File: config.mk
export PLATFORM = sky130hd
export DESIGN_NAME = fde_queue
export DESIGN_NICKNAME = d
export VERILOG_FILES = /design/src/rtl/fde_pkg.sv /design/src/rtl/fde_queue.sv
export SDC_FILE = /design/constraint.sdc
export NUM_CORES = 1
export LEC_CHECK = 0
export BUFFER_PORTS_ARGS = -buffer_cell sky130_fd_sc_hd__buf_2
export CORE_UTILIZATION = 35
export DETAILED_ROUTE_END_ITERATION = 16
export PLACE_DENSITY = 0.59
export SYNTH_ARGS = -nofsm -noshare
export SYNTH_HDL_FRONTEND = slang
export SYNTH_SLANG_ARGS = --single-unit
File: constraint.sdc
create_clock -name clk -period 3.3 [get_ports clk]
set_clock_uncertainty 0.1 [all_clocks]
set_input_delay 0 -clock clk [delete_from_list [all_inputs] [get_ports clk]]
set_output_delay 0 -clock clk [all_outputs]
set_load 0.01 [all_outputs]
File: src/rtl/fde_pkg.sv
// ----------------------------------------------------------------------------
// fde_pkg
// Shared widths, register codes, reset values and configuration structs for
// the feedback delay echo.
// ----------------------------------------------------------------------------
package fde_pkg;

  localparam int RING_W      = 17;
  localparam int DELAY_W     = 16;
  localparam int FB_W        = 15;
  localparam int MIX_W       = 16;
  localparam int CC_W        = 2;
  localparam int CHAN_W      = 3;
  localparam int CFG_IDX_W   = 3;
  localparam int CFG_DATA_W  = RING_W;
  localparam int QUEUE_DEPTH = 4;
  localparam int FRAC_BITS   = 15;
  localparam int Q15_ONE     = 32768;
  localparam int Q15_HALF    = 16384;

  typedef enum logic [CFG_IDX_W-1:0] {
    REG_RING_FRAMES   = 3'd0,
    REG_DELAY_FRAMES  = 3'd1,
    REG_FEEDBACK_GAIN = 3'd2,
    REG_WET_MIX       = 3'd3,
    REG_CHANNEL_COUNT = 3'd4
  } cfg_reg_t;

  localparam logic [RING_W-1:0]  RING_RST  = 17'd65536;
  localparam logic [DELAY_W-1:0] DELAY_RST = 16'd12000;
  localparam logic [FB_W-1:0]    FB_RST    = 15'd16384;
  localparam logic [MIX_W-1:0]   MIX_RST   = 16'd16384;
  localparam logic [CC_W-1:0]    CC_RST    = 2'd2;

  // settings used by the address side
  typedef struct packed {
    logic [RING_W-1:0]  ring_frames;
    logic [DELAY_W-1:0] delay_frames;
    logic [CC_W-1:0]    channel_count;
  } fcfg_t;

  // settings used by the arithmetic side
  typedef struct packed {
    logic [FB_W-1:0]  feedback_gain;
    logic [MIX_W-1:0] wet_mix;
  } bcfg_t;

endpackage

File: src/rtl/fde_queue.sv
// ----------------------------------------------------------------------------
// fde_queue
// Short register FIFO between the address front end and the ring back end.
// ----------------------------------------------------------------------------
module fde_queue #(
  parameter int W = 64
) (
  input  logic         clk,
  input  logic         rst_n,
  input  logic         push,
  input  logic [W-1:0] wdata,
  input  logic         pop,
  output logic         full,
  output logic         valid,
  output logic [W-1:0] rdata
);
  import fde_pkg::*;

  localparam int PW = (QUEUE_DEPTH > 1) ? $clog2(QUEUE_DEPTH) : 1;
  localparam int NW = $clog2(QUEUE_DEPTH + 1);

  logic [W-1:0]  slot_r [QUEUE_DEPTH];
  logic [PW-1:0] wr_ptr_r, rd_ptr_r;
  logic [NW-1:0] count_r;

  assign full  = (count_r == NW'(QUEUE_DEPTH));
  assign valid = (count_r != '0);
  assign rdata = slot_r[rd_ptr_r];

  always_ff @(posedge clk) begin
    if (push) begin
      slot_r[wr_ptr_r] <= wdata;
    end
  end

  always_ff @(posedge clk) begin
    if (!rst_n) begin
      wr_ptr_r <= '0;
      rd_ptr_r <= '0;
      count_r  <= '0;
    end else begin
      if (push) begin
        wr_ptr_r <= (wr_ptr_r == PW'(QUEUE_DEPTH - 1)) ? '0 : wr_ptr_r + PW'(1);
      end
      if (pop) begin
        rd_ptr_r <= (rd_ptr_r == PW'(QUEUE_DEPTH - 1)) ? '0 : rd_ptr_r + PW'(1);
      end
      if (push && !pop) begin
        count_r <= count_r + NW'(1);
      end else if (pop && !push) begin
        count_r <= count_r - NW'(1);
      end
    end
  end

  a_count_bound: assert property (@(posedge clk) disable iff (!rst_n)
    count_r <= NW'(QUEUE_DEPTH))
    else $error("queue count beyond depth");

  a_no_underflow: assert property (@(posedge clk) disable iff (!rst_n)
    pop |-> count_r != '0)
    else $error("pop from empty queue");

endmodule

==> parameters.txt <==
Parameter                              Value

Run status
  Status ... complete, no violations

Clocking
  Number of buffers added to fix hold violations after cts ... 67
  Post_cts resized ... 0
  Buffer count from post-CTS setup fixing ... 0
  CTS tree ... built
  Largest buffer count on any clock path ... 3
  Clock buffer count from CTS ... 28
  Clock slew at reported path FFs ... 0.06 ns
  H-tree lvl count ... 1
  Root Buffer ... clkbuf_16
  Total clock sinks ... 265
  Clock latency on the worst-skew pair ... 0.52 ns

Placed design
  Setup Slack @ Placement ... 1.31 ns
  Routability congestion estimate from global placement ... 0.633
  HPWL Detailed ... 9.37 mm
  Count of input and output buffers ... 133

Routing
  Number of vias per cell after detailed routing ... 4.60
  Total wire length ... 17.3 mm
  DRC Markers ... 0
  Met3 wire len ... 911 microns
  Detailed Route Iter0 Violations ... 233
  Total number of vias ... 4551
  Highest metal used ... met4
  Detailed-router iteration count before antenna repair ... 4
  Final ANT Viol Nets ... 0
  Wire length on met1 ... 7.42 mm
  DR WL met2 ... 8.68 mm
  Final routed wire length divided by cell count ... 17.5 microns

Die
  Core outline area ... 0.0272 sq mm
  Height of the die ... 169 microns
  Ports placed on the boundary ... 134
  Die Span X ... 169 microns
  Number of standard-cell rows in the floorplan ... 60
  Total die area ... 0.0286 sq mm
  Initial Util ... 35.9%

Pwr
  Power dissipated by switching net loads ... 1.60 mW
  Combinational cell fraction of total power ... 8.6%
  Proportion of power drawn by the clock network ... 39.7%
  Net switching share of the total power ... 21.1%
  Power density normalized to cell area ... 614 mW/mm^2
  Sequential share of power ... 51.7%
  VDD IR max ... 0.251 mV
  Internal Pwr Total ... 5.98 mW
  Leak pwr ... 4.18 nW

Worst setup path
  Data arrival time at the worst-slack endpoint ... 2.17 ns
  Stage delay of the slowest cell on the critical path ... 1.00 ns
  Critical-path top delay cell ... dfxtp_4
  Count of cells along the worst register-to-register path ... 2
  Crit path buf inv count ... 1
  Endpoint required time on the critical path ... 3.20 ns
  Kind of cell adding the most delay to the critical path ... flip-flops
  Worst R2R Setup Slack ... 1.36 ns
  Critical path depth ... 2
  Start-to-end type of the worst setup path ... reg -> out
  Startpoint kind of the worst setup timing path ... register
  Series of cell instances along the critical path ... mux4_2 -> buf_2
  CP endpoint kind ... output pin
  Largest fanout on the critical path ... 64
  Critical R2R Launch ... wr_ptr_r[0]
  Worst flop-to-flop path endpoint ... slot_r[3][32]

Hold path
  HP Class ... in -> reg
  Min-Delay Endpoint ... slot_r[2][47]
  Hold Path Origin ... wdata[47]
  Worst hold path cell count ... 2

Synth
  Proportion of synthesized chip area in sequential cells ... 80.5%
  Mapped cell area ... 0.00977 sq mm
  Yosys Warn Count ... 0
  Avg Inst Size Synth ... 25.8 sq um
  Net count after synthesis ... 453
  Cells after synthesis ... 378
  Synth unique cells ... 23
  Register bit count reported by yosys ... 265

Global routing
  Initial antenna violation count ... 0
  Pin count of the biggest net entering global routing ... 65
  Global Route Usage Sum ... 12.3%
  Overflow left after global routing ... 0
  Wire length of the first global-routing pass ... 26.9 mm
  Vias in the first global route ... 4982

STA
  Number of endpoints failing setup at the final stage ... 0
  Fmax achieved ... 440 MHz
  Slew HR ... 31.3%
  Final critical delay including setup and external delays ... 2.27 ns
  Worst hold slack across all endpoints ... 0.118 ns
  Final hold violations ... 0
  TNS Setup ... 0 ns
  Final Max Tran Viols ... 0
  Final critical-path setup slack ... 1.03 ns
  RSZ-0062 raised after global routing ... no
  Portion of the clock cycle consumed by the worst path in the final layout ... 68.9%
  Worst-margin pin slew ... 1.03 ns

Run
  Max-Cap Viols ... 0

Finish
  Diodes inserted ... 0
  Post-layout net count ... 670
  Share of cells above drive strength 1 ... 39.4%
  Area grow syn2layout ... 26.3%
cell type report:
cell class,instances,area [sq um]
Fill cell,2350,14800
Sequential cell,265,7880
Multi-Input combinational cell,95,1730
Timing Repair Buffer,201,1360
Clock buffer,38,769
Tap cell,372,465
Clock inverter,14,130
Inverter,4,15.0
worst register-to-register path, delay by kind of cell (launching register included):
| family | cells | cell delay (ns) |
|---|---|---|
| AND/OR/NAND/NOR | 1 | 0.82 |
| adder cells (fa/ha/maj) | 1 | 0.21 |
| flip-flops | 1 | 0.40 |
Yosys cell counts:
master	instances	area share (%)
dfxtp_1	9	1.8
o21a_1	1	0.077
buf_6	1	0.12
nor2b_1	5	0.32
xnor2_1	1	0.090
edfxtp_1	256	79
ha_1	6	0.77
a21boi_0	1	0.077
or3_1	2	0.13
mux4_1	4	1.1
buf_12	6	1.2
nor2_1	1	0.038
mux2i_1	4	0.41
nor3_1	1	0.051
o21ai_0	1	0.051
xor2_1	1	0.090
fa_1	1	0.20
inv_1	4	0.15
and2_1	5	0.32
clkbuf_2	1	0.051
buf_2	6	0.31
mux4_2	60	14
nor3b_1	1	0.077
metal layers:
layer,GRT usage (%),up-vias
met2,21.4,115
met3,2.69,27
li1,-,2053
met5,0,-
met4,3.41,0
met1,15.5,2356
cells by family after synthesis:
logic type	synth area share, %
AO/OA/AOI/OAI	0.205
XOR/XNOR	0.179
adder cells (fa/ha/maj)	0.973
buffers and inverters	1.86
flip-flops	80.5
multiplexers	15.3
AND/OR/NAND/NOR	0.935
how the worst max path moves through the flow:
stage | end | from | slack, ns
floorplan | slot_r[3][0] | wr_ptr_r[0] | 0.72
global placement | slot_r[0][17] | wr_ptr_r[0] | 1.36
detailed placement | slot_r[3][19] | wr_ptr_r[0] | 1.31
CTS | rdata[55] | register | 0.96
global route | rdata[55] | register | 0.90
finish | rdata[6] | register | 1.03
state kept, by name, summed over array words and instances (netlist names), named ones only:
signal and count:
wr_ptr_r 2, slot_r 256, count_r 3, rd_ptr_r 2
power groups by stage:
stage	clock network [mW]	registers, mW	logic [mW]
after floorplan	0	3.96	0.389
after global placement	0	3.98	0.594
after detailed placement	0	3.99	0.607
after CTS	3.08	3.92	0.673
after global routing	3.21	3.93	0.713
final	3.01	3.92	0.654
stage by stage:
stage / total power, mW / utilization, % / cells / cell area, sq um
after floorplan: 4.35 / - / 378 / 9770
after global routing: 7.86 / 45.4 / 989 / 12300
after CTS: 7.68 / 45.4 / 989 / 12300
final: 7.58 / 45.4 / 989 / 12300
after global placement: 4.57 / 39.6 / 870 / 10800
after detailed placement: 4.60 / 39.6 / 870 / 10800
cells in the final DEF, fill, tap and decap left out, types with 2 or more instances in the layout:
master	count
and2_4	4
dlygate4sd3_1	67
ha_1	6
nor2b_1	5
edfxtp_1	256
buf_2	133
clkbuf_1	8
clkinv_2	7
mux4_1	4
or3_1	2
bufinv_16	2
clkinvlp_4	3
dfxtp_4	2
clkbuf_16	29
inv_1	4
mux4_2	60
mux2i_1	4
dfxtp_1	7
Note: power is estimated with default switching activity, not from simulation.
