File: src/rtl/fde_pkg.sv
// ----------------------------------------------------------------------------
// fde_pkg
// Shared widths, register codes, reset values and configuration structs for
// the feedback delay echo.
// ----------------------------------------------------------------------------
package fde_pkg;

  localparam int RING_W      = 17;
  localparam int DELAY_W     = 16;
  localparam int FB_W        = 15;
  localparam int MIX_W       = 16;
  localparam int CC_W        = 2;
  localparam int CHAN_W      = 3;
  localparam int CFG_IDX_W   = 3;
  localparam int CFG_DATA_W  = RING_W;
  localparam int QUEUE_DEPTH = 4;
  localparam int FRAC_BITS   = 15;
  localparam int Q15_ONE     = 32768;
  localparam int Q15_HALF    = 16384;

  typedef enum logic [CFG_IDX_W-1:0] {
    REG_RING_FRAMES   = 3'd0,
    REG_DELAY_FRAMES  = 3'd1,
    REG_FEEDBACK_GAIN = 3'd2,
    REG_WET_MIX       = 3'd3,
    REG_CHANNEL_COUNT = 3'd4
  } cfg_reg_t;

  localparam logic [RING_W-1:0]  RING_RST  = 17'd65536;
  localparam logic [DELAY_W-1:0] DELAY_RST = 16'd12000;
  localparam logic [FB_W-1:0]    FB_RST    = 15'd16384;
  localparam logic [MIX_W-1:0]   MIX_RST   = 16'd16384;
  localparam logic [CC_W-1:0]    CC_RST    = 2'd2;

  // settings used by the address side
  typedef struct packed {
    logic [RING_W-1:0]  ring_frames;
    logic [DELAY_W-1:0] delay_frames;
    logic [CC_W-1:0]    channel_count;
  } fcfg_t;

  // settings used by the arithmetic side
  typedef struct packed {
    logic [FB_W-1:0]  feedback_gain;
    logic [MIX_W-1:0] wet_mix;
  } bcfg_t;

endpackage

File: src/rtl/fde_front.sv
// ----------------------------------------------------------------------------
// fde_front
// Takes input items, clamps the settings, decides whether the channel is
// held in the ring, works out read and write entries and keeps the write slot.
// ----------------------------------------------------------------------------
module fde_front #(
  parameter int MAX_FRAMES   = 65536,
  parameter int MAX_CHANNELS = 2,
  parameter int SAMPLE_BITS  = 24
) (
  input  logic                             clk,
  input  logic                             rst_n,
  input  fde_pkg::fcfg_t                   cfg,
  input  logic                             in_valid,
  output logic                             in_ready,
  input  logic signed [SAMPLE_BITS-1:0]    in_sample_in,
  input  logic [fde_pkg::CHAN_W-1:0]       in_channel,
  input  logic                             in_frame_last,
  input  logic                             q_full,
  input  logic                             clearing,
  output logic                             q_push,
  output logic [SAMPLE_BITS+fde_pkg::CHAN_W+2+
                2*$clog2(MAX_FRAMES*MAX_CHANNELS)-1:0] q_wdata
);
  import fde_pkg::*;

  localparam int SW  = $clog2(MAX_FRAMES);
  localparam int FW  = SW + 1;
  localparam int CW  = (FW > RING_W) ? FW : RING_W;
  localparam int AW  = $clog2(MAX_FRAMES * MAX_CHANNELS);
  localparam int CCW = CHAN_W + 1;

  logic [SW-1:0]  slot_r, slot_nxt;
  logic [CW-1:0]  rf_ext, rf_c, d_ext, d_c, slot_ext, rd_ext;
  logic [FW-1:0]  slot_inc;
  logic [CCW-1:0] cc_ext, cc_c;
  logic           stored;
  logic [AW-1:0]  waddr, raddr;

  always_comb begin
    rf_ext = CW'(cfg.ring_frames);
    if (rf_ext < CW'(2)) begin
      rf_c = CW'(2);
    end else if (rf_ext > CW'(MAX_FRAMES)) begin
      rf_c = CW'(MAX_FRAMES);
    end else begin
      rf_c = rf_ext;
    end

    // delay held within one .. ring length minus one
    d_ext = CW'(cfg.delay_frames);
    if (d_ext == '0) begin
      d_c = CW'(1);
    end else if (d_ext >= rf_c) begin
      d_c = rf_c - CW'(1);
    end else begin
      d_c = d_ext;
    end

    slot_ext = CW'(slot_r);
    rd_ext   = (slot_ext >= d_c) ? (slot_ext - d_c) : (slot_ext + rf_c - d_c);

    cc_ext = CCW'(cfg.channel_count);
    if (cc_ext == '0) begin
      cc_c = CCW'(1);
    end else if (cc_ext > CCW'(MAX_CHANNELS)) begin
      cc_c = CCW'(MAX_CHANNELS);
    end else begin
      cc_c = cc_ext;
    end
    stored = (CCW'(in_channel) < cc_c);

    waddr = AW'(slot_r) * AW'(MAX_CHANNELS) + AW'(in_channel);
    raddr = AW'(rd_ext[SW-1:0]) * AW'(MAX_CHANNELS) + AW'(in_channel);

    // a slot left beyond a shrunk ring also returns to zero here
    slot_inc = FW'(slot_r) + FW'(1);
    slot_nxt = (slot_inc >= rf_c[FW-1:0]) ? '0 : slot_inc[SW-1:0];
  end

  assign in_ready = !q_full && !clearing;
  assign q_push   = in_valid && in_ready;
  assign q_wdata  = {in_sample_in, in_channel, in_frame_last, stored, waddr, raddr};

  always_ff @(posedge clk) begin
    if (!rst_n) begin
      slot_r <= '0;
    end else if (q_push && in_frame_last) begin
      slot_r <= slot_nxt;
    end
  end

endmodule

File: config.mk
export PLATFORM = sky130hd
export DESIGN_NAME = fde_front
export DESIGN_NICKNAME = d
export VERILOG_FILES = /design/src/rtl/fde_pkg.sv /design/src/rtl/fde_front.sv
export SDC_FILE = /design/constraint.sdc
export NUM_CORES = 1
export LEC_CHECK = 0
export BUFFER_PORTS_ARGS = -buffer_cell sky130_fd_sc_hd__buf_2
export CAP_MARGIN = 20
export CORE_MARGIN = 2
export CORE_UTILIZATION = 45
export DETAILED_ROUTE_END_ITERATION = 8
export HOLD_SLACK_MARGIN = 0.12
export PLACE_DENSITY = 0.73
export SKIP_CTS_REPAIR_TIMING = 1
export SYNTH_ARGS = -nofsm -noshare
export SYNTH_HDL_FRONTEND = slang
export SYNTH_SLANG_ARGS = --single-unit
File: constraint.sdc
create_clock -name clk -period 10.55 [get_ports clk]
set_clock_uncertainty 0.1 [all_clocks]
set_input_delay 1.055 -clock clk [delete_from_list [all_inputs] [get_ports clk]]
set_output_delay 1.055 -clock clk [all_outputs]
set_load 0.01 [all_outputs]
==> out/results.env <==
CTS-BUFFERS-INSERTED=3
LARGEST_REGISTERS='slot_r x16'
ANTENNA_VIOLATIONS_BEFORE_REPAIR=0
DETAIL_ROUTE.WL_PER_CELL_UM=16.1
POWER.COMBINATIONAL.FRACTION_PCT=71.6
WORST_SLEW_PIN_SLEW_NS=0.946
STD_CELL_ROWS=40
SYN2LAYOUT_AREA_GROWTH_PCT=6.83
REG2REGPATHDEPTH=14
CRITPATHSLOWESTCELL='sky130_fd_sc_hd__a21o_1'
CORE_REGION_AREA_SQ_UM=11900
CTSHTREEMAXLEVEL=1
CTS_NUM_SINKS=16
MAPPEDNETLISTAREA_SQ_UM=5440
CRITPATHTOPFAMILY='simple AND/OR/NAND/NOR gates'
WORST-SETUP-PATH-TYPE='in -> out'
DIE-AREA_SQ_UM=13000
POST_SYNTH.CELL_AREA_AVG_SQ_UM=7.25
SETUP.REG_TO_REG.WORST_SLACK_NS=5.95
FMAX_MHz=103
FLOORPLAN.INITIALDENSITY_PCT=45.7
LAYOUT_COMMON_CELLS='83 x sky130_fd_sc_hd__buf_2, 74 x sky130_fd_sc_hd__inv_1, 72 x sky130_fd_sc_hd__ha_1, 67 x sky130_fd_sc_hd__nand2_1, 54 x sky130_fd_sc_hd__xnor2_1'
DRT_PASS1_ITERATIONS=6
CRITICAL_PATH_BUF_INV_COUNT=2
SYNTH_FF_TYPE='sky130_fd_sc_hd__dfxtp_1'
REG_WITH_MOST_FFS='slot_r'
DP_HPWL_UM=12800
MAX_CAP_VIOLATIONS=0
SEQ_POWER_SHARE_PCT=12.9
CRITICAL_PATH_DEPTH=29
STARTPOINT='cfg[22]'
DETAILROUTE.VIA_COUNT=5412
GRT_SETUP_UNREPAIRED='no'
VIASPERCELL=5.79
INTERNAL_POWER_uW=252
NET_SWITCHING_POWER_uW=222
YS_WARN_COUNT=0
ASYNC_FLOP_SHARE_PCT=0
CTS_MAX_PATH_BUFFERS=2
SETUP_TOTAL_NEGATIVE_SLACK_NS=0
DIE_H_UM=114
POST-ROUTE-MIN-PERIOD_NS=9.67
DIE_WIDTH_UM=114
RUN_STATUS='finished clean'
CLOCK_LATENCY_AT_THE_LATER_PIN_OF_THE_WORST_SKEW_PAIR_NS=0.25
CTS.CLK_SLEW.WORST_PATHS_NS=0.05
GLOBALPLACE.CONGESTION=0.934
NUM-NETS-FINAL=948
FLOP_AND_LATCH_COUNT_OUT_OF_SYNTHESIS=16
POST-ROUTE-DRC-COUNT=0
NUMBER_OF_I_O_PINS=133
SWSHARE_PCT=46.8
GRT_OVERFLOW=0
SYNTH.YOSYS.SEQ_AREA_SHARE_PCT=5.89
REGTOREGSTARTPOINT='slot_r[3]$_SDFFE_PN0P_'
LAYOUT-DRIVE-GT1-SHARE_PCT=14.1
FIRST_ITER_VIOLATIONS=538
WORSTSETUPENDPOINTTYPE='output pin'
GRT_PASS1_VIAS=5058
LARGEST_REGISTER_FF_COUNT=16
FINAL_COMMON_CELL='sky130_fd_sc_hd__buf_2'
POWER.SHARE.CLOCK_PCT=15.4
SETUP.WORST_PATH.END='q_wdata[8]'
PLACED_AREA_SQ_UM=5740
BUFFER_PORTS.INSERTED=83
POWER_LEAKAGE_uW=0.00271
GRT_MAX_DEGREE=21
GRT_USE_TOTAL_PCT=23.1
FINALWIRELENGTH_UM=15000
SETUP_VIOL=0
INSERTEDDIODECOUNT=0
WORST_HOLD_PATH_TYPE='reg -> reg'
WORSTPATHREQUIRED_NS=9.40
POWER.DENSITY_nW_PER_UM2=81.4
ROOT_BUFFER='sky130_fd_sc_hd__clkbuf_16'
CP_MAX_FO=20
COUNT_OF_FLIP_FLOPS_WITH_A_BUILT_IN_ENABLE_AFTER_SYNTHESIS=0
GRT_PASS1_WL_UM=24500
PERIOD_SHARE_PCT=91.7
FINAL_HOLD_VIOLATIONS=0
SLEW_VIOLATIONS=0
SYN-INSTANCE-COUNT=751
YOSYSUNIQUECELLTYPES=70
REG2REG_TO='slot_r[5]$_SDFFE_PN0P_'
CRITICAL_PATH.MAX_STAGE_DELAY_NS=0.59
TYPE_OF_ORIGIN_OF_THE_CRITICAL_PATH='primary input'
FINAL_DESIGN_AREA_NO_FILL_SQ_UM=5810
CTS_TREE='built'
FINAL_ANTENNA_NET_COUNT=0
PEAK_SUPPLY_DROP_V=0.0000963
CRIT_ARRIVAL_NS=8.51
SYNTH.NET_COUNT=909
TIMING.MAX_SLEW.REL_SLACK_PCT=36.1
==> per-layer routing <==
layer	global-route usage, %	share of wire, %
met3	2.02	7.4
met1	32.3	46
met2	38.6	45
met4	5.69	1.9
met5	0	0
==> worst reg2reg max path: stages, from the launching register on <==
cell	delay, ns
sky130_fd_sc_hd__dfxtp_1	0.57
sky130_fd_sc_hd__nand2_1	0.13
sky130_fd_sc_hd__nor2_1	0.16
sky130_fd_sc_hd__nand4_1	0.30
sky130_fd_sc_hd__or2_2	0.43
sky130_fd_sc_hd__nor4_1	0.49
sky130_fd_sc_hd__xnor2_1	0.18
sky130_fd_sc_hd__ha_1	0.26
sky130_fd_sc_hd__a21o_1	0.16
sky130_fd_sc_hd__a21o_1	0.16
sky130_fd_sc_hd__a2111oi_0	0.60
sky130_fd_sc_hd__o31ai_2	0.34
sky130_fd_sc_hd__buf_4	0.26
sky130_fd_sc_hd__o31ai_1	0.20
sky130_fd_sc_hd__o311a_1	0.19
==> worst min-delay path by stage <==
stage | startpoint | endpoint | slack [ns] | depth (start not counted)
6_report | slot_r[15]$_SDFFE_PN0P_ | slot_r[15]$_SDFFE_PN0P_ | 0.49 | 2
5_1_grt | slot_r[15]$_SDFFE_PN0P_ | slot_r[15]$_SDFFE_PN0P_ | 0.54 | 2
4_1_cts | slot_r[15]$_SDFFE_PN0P_ | slot_r[15]$_SDFFE_PN0P_ | 0.48 | 2
3_5_place_dp | slot_r[15]$_SDFFE_PN0P_ | slot_r[15]$_SDFFE_PN0P_ | 0.47 | 2
3_3_place_gp | slot_r[15]$_SDFFE_PN0P_ | slot_r[15]$_SDFFE_PN0P_ | 0.47 | 2
2_1_floorplan | slot_r[15]$_SDFFE_PN0P_ | slot_r[15]$_SDFFE_PN0P_ | 0.40 | 2
==> stage by stage <==
step                power (uW)  utilization, %  std cells  setup WS [ns]  hold WS, ns
floorplan                  319               -        751           1.60        0.402
global placement           394            48.1        931           1.08        0.466
detailed placement         398            48.2        932           1.01        0.474
CTS                        473            48.8        935          0.986        0.483
global route               519            48.8        935          0.231        0.536
finish                     473            48.8        935          0.880        0.487
==> area by class of cell <==
cell class / instances / area (sq um)
tap: 147 / 184
fill: 1241 / 6100
timing repair buffer: 86 / 438
multi-input combinational: 607 / 4510
inverter: 76 / 285
sequential: 16 / 320
clock buffer: 3 / 75.1
==> logic make-up after synthesis <==
logic type	after synthesis	share of synthesized area (%)
buffers and inverters	128	11.3
multiplexers	13	2.44
AND/OR/NAND/NOR	248	23.6
adder cells (fa/ha/maj)	90	23.2
flip-flops	16	5.89
XOR/XNOR	69	11.1
AO/OA/AOI/OAI	187	22.5
==> synth_stat cells (all sizes together) (3+ instances only) <==
cell type | number | area (sq um)
nand3 | 24 | 125
o311ai | 3 | 33.8
and3 | 6 | 37.5
xnor2 | 54 | 473
and4 | 4 | 35.0
nand4 | 9 | 62.6
a21o | 15 | 113
o31ai | 4 | 43.8
o22ai | 7 | 43.8
o21ai | 53 | 265
or3 | 8 | 60.1
clkbuf | 11 | 41.3
a311oi | 3 | 26.3
a211oi | 4 | 30.0
a21boi | 3 | 22.5
a31oi | 12 | 75.1
mux2i | 11 | 110
or2 | 7 | 43.8
nor3 | 16 | 91.3
nor3b | 5 | 42.5
nor4 | 14 | 87.6
buf | 41 | 289
inv | 74 | 278
ha | 72 | 901
fa | 18 | 360
xor2 | 15 | 131
o211ai | 5 | 37.5
nand2b | 15 | 93.8
nand2 | 67 | 251
and2 | 12 | 75.1
a31o | 3 | 26.3
dfxtp | 16 | 320
nor2b | 11 | 68.8
a21oi | 41 | 205
o311a | 3 | 30.0
nor2 | 46 | 175
o21a | 10 | 75.1
==> power groups by stage <==
stage | Combinational [uW] | Sequential, uW | Clock (uW)
floorplan | 257 | 62.2 | 0
global placement | 331 | 62.3 | 0
detailed placement | 336 | 62.3 | 0
CTS | 337 | 61.1 | 74.4
global route | 381 | 61.1 | 76.7
finish | 339 | 61.2 | 73.0
(Power assumes the default switching activity.)
